File: src/hdl/swt_pkg.sv
// ----------------------------------------------------------------------------
// swt_pkg: shared types and constants for the send window table
// Window geometry, item codes, status codes and the packed record layout.
// ----------------------------------------------------------------------------
package swt_pkg;

    localparam int WINDOW_DEPTH = 16;
    localparam int BUFFER_BYTES = 65536;
    localparam int MAX_SEGMENT  = 1024;

    localparam int IDX_W = (WINDOW_DEPTH > 1) ? $clog2(WINDOW_DEPTH) : 1;
    localparam int CNT_W = $clog2(WINDOW_DEPTH + 1);

    localparam int KIND_W   = 2;
    localparam int SEQ_W    = 32;
    localparam int OFFSET_W = 16;
    localparam int BYTES_W  = 11;
    localparam int TIME_W   = 32;
    localparam int STATUS_W = 2;
    localparam int SHIFT_W  = 5;
    localparam int OCC_W    = 5;

    localparam logic [KIND_W-1:0] KIND_INSERT = 2'd0;
    localparam logic [KIND_W-1:0] KIND_ACK    = 2'd1;
    localparam logic [KIND_W-1:0] KIND_LOOKUP = 2'd2;

    localparam logic [STATUS_W-1:0] ST_OK    = 2'd0;
    localparam logic [STATUS_W-1:0] ST_FULL  = 2'd1;
    localparam logic [STATUS_W-1:0] ST_EMPTY = 2'd2;
    localparam logic [STATUS_W-1:0] ST_MISS  = 2'd3;

    typedef struct packed {
        logic [SEQ_W-1:0]    seq;
        logic [OFFSET_W-1:0] offset;
        logic [BYTES_W-1:0]  bytes;
        logic [TIME_W-1:0]   stamp;
    } t_rec;

    // Ring successor; wraps at the window depth, which need not be a power of two.
    function automatic logic [IDX_W-1:0] f_next(input logic [IDX_W-1:0] idx);
        logic [IDX_W-1:0] nxt;
        if (idx == IDX_W'(WINDOW_DEPTH - 1)) begin
            nxt = '0;
        end else begin
            nxt = idx + IDX_W'(1);
        end
        return nxt;
    endfunction

endpackage

File: src/hdl/swt_rec_ram.sv
// ----------------------------------------------------------------------------
// swt_rec_ram: packet record memory
// Single port, one address per cycle (a write also reads the old word), registered read data.
// ----------------------------------------------------------------------------
module swt_rec_ram (
    input  logic                     i_clk,
    input  logic                     i_we,
    input  logic [swt_pkg::IDX_W-1:0] i_addr,
    input  swt_pkg::t_rec            i_wdata,
    output swt_pkg::t_rec            o_rdata
);

    swt_pkg::t_rec r_mem [swt_pkg::WINDOW_DEPTH];
    swt_pkg::t_rec r_rdata;

    always_ff @(posedge i_clk) begin
        if (i_we) begin
            r_mem[i_addr] <= i_wdata;
        end
        r_rdata <= r_mem[i_addr];
    end

    assign o_rdata = r_rdata;

endmodule

File: src/hdl/send_window_table_top.sv
// ----------------------------------------------------------------------------
// send_window_table_top: circular sender window of packet records
// Insert at the tail, ack with head advance, lookup by sequence number.
// ----------------------------------------------------------------------------
// Sequence: an accepted item passes S_EXEC, then S_HEAD and S_HOUT (head record read)
//   before the result is valid; an ack/lookup on a nonempty window first scans from the head,
//   through S_SRD and S_SCMP for each slot, and a matching ack then advances the head
//   in S_ADV over the acked slots. The scan loop runs over the single-port record memory.
// Throughput: one item at a time; the next item is taken after the result leaves.
// Reset: synchronous active-low clears head, tail, count, ack bits and handshake.
module send_window_table_top (
    input  logic                          i_clk,
    input  logic                          i_rst_n,
    input  logic                          i_in_valid,
    output logic                          o_in_ready,
    input  logic [swt_pkg::KIND_W-1:0]    i_kind,
    input  logic [swt_pkg::SEQ_W-1:0]     i_seq_number,
    input  logic [swt_pkg::OFFSET_W-1:0]  i_buffer_offset,
    input  logic [swt_pkg::BYTES_W-1:0]   i_packet_bytes,
    input  logic [swt_pkg::TIME_W-1:0]    i_send_time,
    output logic                          o_out_valid,
    input  logic                          i_out_ready,
    output logic [swt_pkg::STATUS_W-1:0]  o_status,
    output logic [swt_pkg::SHIFT_W-1:0]   o_head_shift,
    output logic [swt_pkg::OFFSET_W-1:0]  o_found_offset,
    output logic [swt_pkg::BYTES_W-1:0]   o_found_bytes,
    output logic [swt_pkg::TIME_W-1:0]    o_found_time,
    output logic [swt_pkg::SEQ_W-1:0]     o_oldest_seq,
    output logic [swt_pkg::OCC_W-1:0]     o_occupancy
);

    localparam logic [2:0] S_IDLE = 3'd0;
    localparam logic [2:0] S_EXEC = 3'd1;
    localparam logic [2:0] S_SRD  = 3'd2;
    localparam logic [2:0] S_SCMP = 3'd3;
    localparam logic [2:0] S_ADV  = 3'd4;
    localparam logic [2:0] S_HEAD = 3'd5;
    localparam logic [2:0] S_HOUT = 3'd6;
    localparam logic [2:0] S_DONE = 3'd7;

    logic [2:0]                    r_state;
    logic [swt_pkg::IDX_W-1:0]     r_head;
    logic [swt_pkg::IDX_W-1:0]     r_tail;
    logic [swt_pkg::CNT_W-1:0]     r_count;
    logic [swt_pkg::IDX_W-1:0]     r_idx;
    logic [swt_pkg::CNT_W-1:0]     r_k;
    logic [swt_pkg::WINDOW_DEPTH-1:0] r_acked;

    logic [swt_pkg::KIND_W-1:0]    r_kind;
    swt_pkg::t_rec                 r_in;

    logic                          r_out_valid;
    logic [swt_pkg::STATUS_W-1:0]  r_status;
    logic [swt_pkg::SHIFT_W-1:0]   r_shift;
    logic [swt_pkg::OFFSET_W-1:0]  r_f_offset;
    logic [swt_pkg::BYTES_W-1:0]   r_f_bytes;
    logic [swt_pkg::TIME_W-1:0]    r_f_time;
    logic [swt_pkg::SEQ_W-1:0]     r_oldest;

    logic                          ram_we;
    logic [swt_pkg::IDX_W-1:0]     ram_addr;
    swt_pkg::t_rec                 ram_rdata;
    logic [swt_pkg::BYTES_W-1:0]   clamp_bytes;
    logic                          scan_hit;

    swt_rec_ram u_ram (
        .i_clk   (i_clk),
        .i_we    (ram_we),
        .i_addr  (ram_addr),
        .i_wdata (r_in),
        .o_rdata (ram_rdata)
    );

    always_comb begin
        if (32'(i_packet_bytes) > swt_pkg::MAX_SEGMENT) begin
            clamp_bytes = swt_pkg::BYTES_W'(swt_pkg::MAX_SEGMENT);
        end else begin
            clamp_bytes = i_packet_bytes;
        end
    end

    // Single shared compare: live slot whose stored number matches the item.
    assign scan_hit = !r_acked[r_idx] && (ram_rdata.seq == r_in.seq);

    always_comb begin
        ram_we   = 1'b0;
        ram_addr = r_head;
        unique case (r_state)
            S_EXEC: begin
                ram_addr = r_tail;
                ram_we   = (r_kind == swt_pkg::KIND_INSERT) &&
                           (r_count < swt_pkg::CNT_W'(swt_pkg::WINDOW_DEPTH));
            end
            S_SRD, S_SCMP: ram_addr = r_idx;
            default: ram_addr = r_head;
        endcase
    end

    always_ff @(posedge i_clk) begin
        if (!i_rst_n) begin
            r_state     <= S_IDLE;
            r_head      <= '0;
            r_tail      <= '0;
            r_count     <= '0;
            r_idx       <= '0;
            r_k         <= '0;
            r_acked     <= '0;
            r_out_valid <= 1'b0;
        end else begin
            unique case (r_state)
                S_IDLE: begin
                    if (i_in_valid) begin
                        r_kind       <= i_kind;
                        r_in.seq     <= i_seq_number;
                        r_in.offset  <= i_buffer_offset;
                        r_in.bytes   <= clamp_bytes;
                        r_in.stamp   <= i_send_time;
                        r_status     <= swt_pkg::ST_OK;
                        r_shift      <= '0;
                        r_f_offset   <= '0;
                        r_f_bytes    <= '0;
                        r_f_time     <= '0;
                        r_state      <= S_EXEC;
                    end
                end
                S_EXEC: begin
                    if (r_kind == swt_pkg::KIND_INSERT) begin
                        r_state <= S_HEAD;
                        if (r_count >= swt_pkg::CNT_W'(swt_pkg::WINDOW_DEPTH)) begin
                            r_status <= swt_pkg::ST_FULL;
                        end else begin
                            r_acked[r_tail] <= 1'b0;
                            r_tail          <= swt_pkg::f_next(r_tail);
                            r_count         <= r_count + swt_pkg::CNT_W'(1);
                        end
                    end else if (r_kind == swt_pkg::KIND_ACK ||
                                 r_kind == swt_pkg::KIND_LOOKUP) begin
                        if (r_count == '0) begin
                            r_status <= swt_pkg::ST_EMPTY;
                            r_state  <= S_HEAD;
                        end else begin
                            r_idx   <= r_head;
                            r_k     <= '0;
                            r_state <= S_SRD;
                        end
                    end else begin
                        r_state <= S_HEAD;
                    end
                end
                S_SRD: begin
                    r_state <= S_SCMP;
                end
                S_SCMP: begin
                    if (scan_hit) begin
                        if (r_kind == swt_pkg::KIND_LOOKUP) begin
                            r_f_offset <= ram_rdata.offset;
                            r_f_bytes  <= ram_rdata.bytes;
                            r_f_time   <= ram_rdata.stamp;
                            r_state    <= S_HEAD;
                        end else begin
                            r_acked[r_idx] <= 1'b1;
                            r_state        <= S_ADV;
                        end
                    end else if ((r_k + swt_pkg::CNT_W'(1)) == r_count) begin
                        r_status <= swt_pkg::ST_MISS;
                        r_state  <= S_HEAD;
                    end else begin
                        r_k     <= r_k + swt_pkg::CNT_W'(1);
                        r_idx   <= swt_pkg::f_next(r_idx);
                        r_state <= S_SRD;
                    end
                end
                S_ADV: begin
                    // advance the head one acked slot per cycle
                    if ((r_count != '0) && r_acked[r_head]) begin
                        r_head  <= swt_pkg::f_next(r_head);
                        r_count <= r_count - swt_pkg::CNT_W'(1);
                        r_shift <= r_shift + swt_pkg::SHIFT_W'(1);
                    end else begin
                        r_state <= S_HEAD;
                    end
                end
                S_HEAD: begin
                    r_state <= S_HOUT;
                end
                S_HOUT: begin
                    r_oldest    <= (r_count != '0) ? ram_rdata.seq : '0;
                    r_out_valid <= 1'b1;
                    r_state     <= S_DONE;
                end
                S_DONE: begin
                    if (i_out_ready) begin
                        r_out_valid <= 1'b0;
                        r_state     <= S_IDLE;
                    end
                end
                default: r_state <= S_IDLE;
            endcase
        end
    end

    assign o_in_ready     = (r_state == S_IDLE);
    assign o_out_valid    = r_out_valid;
    assign o_status       = r_status;
    assign o_head_shift   = r_shift;
    assign o_found_offset = r_f_offset;
    assign o_found_bytes  = r_f_bytes;
    assign o_found_time   = r_f_time;
    assign o_oldest_seq   = r_oldest;
    assign o_occupancy    = swt_pkg::OCC_W'(r_count);

`ifndef SYNTHESIS
    a_ready_excl: assert property (@(posedge i_clk) disable iff (!i_rst_n)
        !(o_in_ready && o_out_valid))
        else $error("input ready while a result is pending");

    a_count_range: assert property (@(posedge i_clk) disable iff (!i_rst_n)
        r_count <= swt_pkg::CNT_W'(swt_pkg::WINDOW_DEPTH))
        else $error("window count above depth");

    a_ring_ends: assert property (@(posedge i_clk) disable iff (!i_rst_n)
        (r_count == '0 || r_count == swt_pkg::CNT_W'(swt_pkg::WINDOW_DEPTH))
        |-> (r_head == r_tail))
        else $error("head and tail disagree with empty or full count");

    a_shift_ack_only: assert property (@(posedge i_clk) disable iff (!i_rst_n)
        (o_out_valid && r_kind != swt_pkg::KIND_ACK) |-> (o_head_shift == '0))
        else $error("head shift reported on a non-ack item");

    a_empty_oldest: assert property (@(posedge i_clk) disable iff (!i_rst_n)
        (o_out_valid && o_occupancy == '0) |-> (o_oldest_seq == '0))
        else $error("oldest sequence nonzero on empty window");
`endif

endmodule

File: config.mk
export PLATFORM = sky130hd
export DESIGN_NAME = send_window_table_top
export DESIGN_NICKNAME = d
export VERILOG_FILES = /design/src/hdl/swt_pkg.sv /design/src/hdl/swt_rec_ram.sv /design/src/hdl/send_window_table_top.sv
export SDC_FILE = /design/constraint.sdc
export NUM_CORES = 2
export LEC_CHECK = 0
export ABC_AREA = 1
export BUFFER_PORTS_ARGS = -buffer_cell sky130_fd_sc_hd__buf_2
export CORE_ASPECT_RATIO = 0.5
export CORE_UTILIZATION = 45
export DETAILED_ROUTE_END_ITERATION = 12
export MAX_ROUTING_LAYER = met4
export SLEW_MARGIN = 5
export SYNTH_ARGS = -nofsm -noshare
export SYNTH_HDL_FRONTEND = slang
export SYNTH_HIERARCHICAL = 1
export SYNTH_SLANG_ARGS = --single-unit
File: constraint.sdc
create_clock -name i_clk -period 12.5 [get_ports i_clk]
set_input_delay 2.5 -clock i_clk [delete_from_list [all_inputs] [get_ports i_clk]]
set_output_delay 2.5 -clock i_clk [all_outputs]
set_load 0.01 [all_outputs]
# --- Word level (Yosys, flattened, before mapping) ---
# Memories as Yosys holds them, arrays and structs flattened. A register that Yosys moved wholly into a read port is not among the register bits.
# Index checks and enable logic that the tools add are counted.
classes:
  mul: 0
  n_eq_ne: 32
  div: 0
  n_addsub: 7
  bitwise: 4
  magnitude_cmp: 8
  n_mux: 71
  reduce_logical: 30
  shift: 0
ops:
  columns: ["cell", "n"]
  rows:
  - ["$mux 16", 7]
  - ["$mux 32", 3]
  - ["$pmux 16 s2", 2]
  - ["$pmux 32 s2", 1]
  - ["$mux 5", 10]
  - ["$mux 11", 3]
  - ["$eq 32x32->1", 1]
  - ["$mux 4", 8]
  - ["$ne 2x2->1 const B", 15]
  - ["$pmux 5 s2", 3]
  - ["$mux 3", 8]
  - ["$pmux 3 s8", 1]
  - ["$pmux 11 s2", 1]
  - ["$and 16x16->16", 1]
  - ["$not 16->16", 1]
  - ["$or 16x16->16", 1]
  - ["$pmux 4 s2", 2]
  - ["$add 5x1->5 const B", 3]
  - ["$lt 4x5->1 const B", 3]
  - ["$mux 2", 7]
  - ["$add 4x1->4 const B", 3]
  - ["$eq 3x3->1 const B", 4]
  - ["$eq 4x4->1 const B", 3]
  - ["$gt 11x11->1 const B", 1]
  - ["32 further kinds", 60]
totals:
  mem_bits_ro: 0
  word_cells: 172
  ramBits: 1456
  inputBits: 97
  n_memories: 1
  output_inout_bits: 105
  ff_bits: 233
  latchBits: 0
mem_list:
  columns: ["name", "depth", "width", "read_ports", "rd_ports_with_merged_regs", "wr", "line", "rtl"]
  rows:
  - ["u_ram.r_mem", 16, 91, 1, 1, 1, "swt_rec_ram.sv:13", "swt_pkg::t_rec r_mem [swt_pkg::WINDOW_DEPTH];"]

# --- Logic depth before layout (Yosys ltp) ---
depth:
  depth_word: 9
  depth_mapped: 18
  depth_no_buf: 15

# --- Modules after synthesis ---
# Netlist, hierarchy kept.
by_module_without_submodules:
  columns: ["mod", "cells_per_inst", "seq_area_each_um2", "area_per_inst_um2", "instances"]
  rows:
  - ["swt_rec_ram", 5953, 45543.7, 62451.1, 1]
  - ["send_window_table_top", 1230, 6576.3, 11039.3, 1]

# --- Least setup slack after synthesis ---
# No wires, ideal clock.
synth_path:
  path_type: "in2reg"
  startpoint: "input port i_rst_n"
  endpoint: "register r_in[0] (netlist bit), enable pin"
  path_slack_ns: 2.540
  stages: 3
  t_arrival_ns: 9.302
  path_buffers: 1
  path_cell_list: "clkbuf_1 inv_1 nor3_1"
synth_via:
  elab_chain_len: 1
synth_rtl:
  columns: ["element", "line", "rtl"]
  rows:
  - ["from (decl)", "send_window_table_top.sv:13", "input logic i_rst_n,"]
  - ["$reduce_and 3->1 (no source line)", null, null]
  - ["to (decl)", "send_window_table_top.sv:50", "swt_pkg::t_rec r_in;"]
# No other way between the ends.
# A chain may end at the register's enable or synchronous reset.

# --- Final worst setup path ---
layout_path:
  startpoint: "register r_state[2]"
  endpoint: "register, netlist name u_ram/o_rdata[59]"
layout_via:
  elab_chain_len: 3
  elab_cells_between_ends: 5
  cone_classes: "3 x eq/ne; 1 x mux; 1 x reduce/logical"
layout_rtl:
  columns: ["element", "line", "rtl"]
  rows:
  - ["from (decl)", "send_window_table_top.sv:41", "logic [2:0] r_state;"]
  - ["from (signal assigned)", "send_window_table_top.sv:101", "r_state <= S_IDLE;"]
  - ["from (signal assigned)", "send_window_table_top.sv:123", "r_state <= S_EXEC;"]
  - ["from (signal assigned)", "send_window_table_top.sv:128", "r_state <= S_HEAD;"]
  - ["$eq 3x2->1", "send_window_table_top.sv:88", "unique case (r_state)"]
  - ["$reduce_or 2->1", "send_window_table_top.sv:88", null]
  - ["$pmux 4 s2 (*)", "send_window_table_top.sv:88", null]
  - ["named net ram_addr, one bit", "send_window_table_top.sv:61", "logic [swt_pkg::IDX_W-1:0] ram_addr;"]
# The timed path passes the listed nets; every way through them passes the cells marked *.

==> results.py <==
metrics = {
    "critical_path": {
        "slowest_delay_ns": 0.90,
        "path_cells": "nor2_4 > inv_4 > nand2_1 > nand2_1 > o211ai_1 > inv_8 > buf_4 > buf_4 > buf_4 > buf_4 > nand2_1 > nand2_1 > nand2_1 > nand2_1 > nand2_1 > nand2_1 > inv_1 > nand2_1",
        "critPathTopFamily": "buffers and inverters",
        "crit_arrival_ns": 7.10,
        "critPathKind": "register to register",
        "r2r_setup_slack_ns": 6.13,
        "end_kind": "register",
        "worstPathBufferInverterCount": 7,
        "start_kind": "register",
        "cp_max_fo": 119,
        "crit_required_ns": 13.23,
        "crit_slowest_cell": "buf_4",
        "path_common_cell": "nand2_1",
    },
    "final_layout": {
        "multi_input_area_sq_mm": 0.0183,
        "area_growth_pct": 11.2,
        "post_route_cells_drive_above_1_share_pct": 7.74,
        "final_area_sq_mm": 0.0817,
        "nets": 7431,
        "final_util_pct": 50.6,
        "nFillCells": 14400,
        "seq_area_sq_mm": 0.0521,
    },
    "die": {
        "ios": 202,
        "row_count": 104,
        "die_area_sq_mm": 0.165,
        "core_area_sq_mm": 0.161,
        "start_util_pct": 45.5,
        "die_h_microns": 288,
        "die_x_microns": 574,
    },
    "synth": {
        "synth_edf_count": 1647,
        "ys.flop_type": "edfxtp_1",
        "async_reset_ff_share_pct": 0,
        "yosysWarnings": 6,
        "syn_area_per_cell_sq_um": 10.2,
        "synthesis.area_sq_mm": 0.0735,
        "ys_seq_elements": 1780,
        "ys_types": 42,
        "syn_nets": 7298,
        "syn_inst": 7183,
        "seq_area_frac_synth_pct": 70.9,
    },
    "sta": {
        "hold_ws_ns": 0.508,
        "fin_crit_sh_pct": 50.9,
        "hold_violations": 0,
        "min_period_ns": 6.37,
        "slew_viol_final": 0,
        "setup-tns-final_ns": 0,
        "worst-slew-pin-transition_ns": 1.27,
        "skew_ns": 0.0640,
        "rsz0062_at_grt": "false",
        "setup_viol": 0,
        "slew_headroom_pct": 15.2,
        "fmaxAchievable_mhz": 157,
    },
    "clocking": {
        "cts_buffer_depth": 4,
        "cts_tree": "done",
        "cts_hold_buf": 0,
        "htree_levels": 4,
        "cts.sinks": 1780,
        "cts_buffers": 168,
        "clk_pin_slew_ns": 0.06,
        "post_cts_buffers": 0,
        "cts-root-buf": "clkbuf_16",
        "ctsResizeCount": 0,
        "clk_latency_ns": 0.80,
    },
    "detailed_routing": {
        "wl_microns": 184000,
        "firstDrtPassIters": 6,
        "drc": 0,
        "wl_per_cell_microns": 19.1,
        "ant_nets": 0,
        "vias_per_cell": 4.96,
        "drt_iter0_drc": 4215,
        "vias": 47700,
    },
    "flow_run": {
        "max-cap-violations": 0,
    },
    "global_route": {
        "gr-total-overflow": 0,
        "grt_max_degree": 178,
        "grt_pass1_wl_microns": 277000,
        "grt_pass1_vias": 44700,
        "grt_usage_pct": 22.7,
        "grt_antenna_before_repair": 3,
    },
    "power_and_ir_drop": {
        "irDropWorstVdd_v": 0.000113,
        "powerDensity_mw_per_mm2": 184,
        "p_leak_nw": 34.2,
        "power.total_w": 0.0151,
    },
    "placed_design": {
        "hpwl_microns": 98600,
        "dpl_cell_area_sq_mm": 0.0764,
        "gp_routability_congestion": 0.868,
        "portBuffers": 201,
    },
    "status": {
        "outcome": "complete, no violations",
    },
    "worst_hold_path": {
        "hold_path.class": "register to register",
    },
}
-- kinds of logic (layout without fill, tap and decap cells) --
group,count (synthesis),count (layout),synth area share (%)
and+or+nand+nor,4536,4536,23.5
adders and majority gates,18,18,0.317
xor gates and xnor gates,23,23,0.274
buffers and inverters,740,998,4.33
AOI/OAI and AO/OA,86,86,0.659
DFF,1780,1780,70.9
other,0,2,0
-- report_power, final --
group | internal, W | switching [W] | total [W]
logic | 0.000723 | 0.00189 | 0.00262
registers | 0.00703 | 0.000380 | 0.00741
clock network | 0.00287 | 0.00218 | 0.00505
-- layout make-up --
type,count,area share [%]
clock inverters,77,0.886
diodes,2,0.00612
well taps,2173,3.33
inverters,430,2.01
flip-flops and latches,1780,63.8
repair buffers,273,1.92
multi-input cells,4663,22.4
clock buffers,218,5.65
-- synth_stat cells, types with 2 or more instances --
master,n,area [sq um]
nor2_4,3,33.8
nor2_2,3,18.8
clkinv_1,2,7.51
nor2_1,195,732
buf_1,28,105
dfxtp_1,133,2660
clkbuf_1,51,191
nand3_1,45,225
xor2_1,11,96.3
ha_1,17,213
inv_2,16,60.1
buf_6,4,45.0
o21ai_0,41,205
nor3_1,7,35.0
nand3b_1,3,22.5
nand2_2,6,37.5
xnor2_1,12,105
o211ai_1,4,30.0
a22oi_1,7,52.6
a31oi_1,2,12.5
buf_2,189,946
nand3_2,4,40.0
nand2_1,4243,15900
nand4_1,22,138
inv_1,412,1550
edfxtp_1,1647,49500
buf_4,37,278
a21oi_1,25,125
-- sequential cells by signal, summed over array words and instances (netlist names), 4 cells and up --
name,cells
r_k,5
o_found_offset,16
r_idx,4
r_head,4
r_acked,16
u_ram/r_mem,1456
o_found_bytes,11
o_found_time,32
r_in,91
o_oldest_seq,32
o_occupancy,5
r_tail,4
o_head_shift,5
u_ram/o_rdata,91
-- worst paths after layout --
path	from	to	cells past startpoint
setup / recovery	r_state[2]	u_ram/o_rdata[59]	18
hold / removal	o_out_valid	o_out_valid	1
setup reg to reg	r_state[2]	u_ram/o_rdata[59]	18
hold reg to reg	o_out_valid	o_out_valid	1
-- per-layer routing --
layer | track usage, % | share of wire [%] | vias up
met5 | - | 0 | -
met4 | 4.91 | 1.9 | 0
met3 | 3.13 | 5.9 | 237
met2 | 35.2 | 46 | 1331
met1 | 32.1 | 47 | 23000
li1 | - | - | 23200
-- per-stage QoR --
stage               std cells  setup WS, ns
detailed placement       9319          6.10
finish                   9616          6.13
global placement         9319          6.22
global route             9616          5.61
floorplan                7183          2.54
CTS                      9614          6.15
-- worst reg2reg max path: stages, from the launching register on --
cell and delay, ns:
dfxtp_1 0.56, nor2_4 0.19, inv_4 0.45, nand2_1 0.22
nand2_1 0.11, o211ai_1 0.21, inv_8 0.57, buf_4 0.84
buf_4 0.87, buf_4 0.97, buf_4 0.71, nand2_1 0.16
nand2_1 0.10, nand2_1 0.05, nand2_1 0.10, nand2_1 0.05
nand2_1 0.10, inv_1 0.04, nand2_1 0.06
-- cell usage in the layout (no fill, tap or decap), drive strengths merged, types with 17 or more instances in the layout --
master | synthesis | routed
nand2 | 4249 | 4249
edfxtp | 1647 | 1647
inv | 428 | 430
buf | 258 | 273
clkbuf | 52 | 218
nor2 | 201 | 201
dfxtp | 133 | 133
clkinv | 2 | 56
nand3 | 50 | 50
o21ai | 42 | 42
a21oi | 25 | 25
nand4 | 23 | 23
ha | 17 | 17
Power figures use the tool's default switching activity.
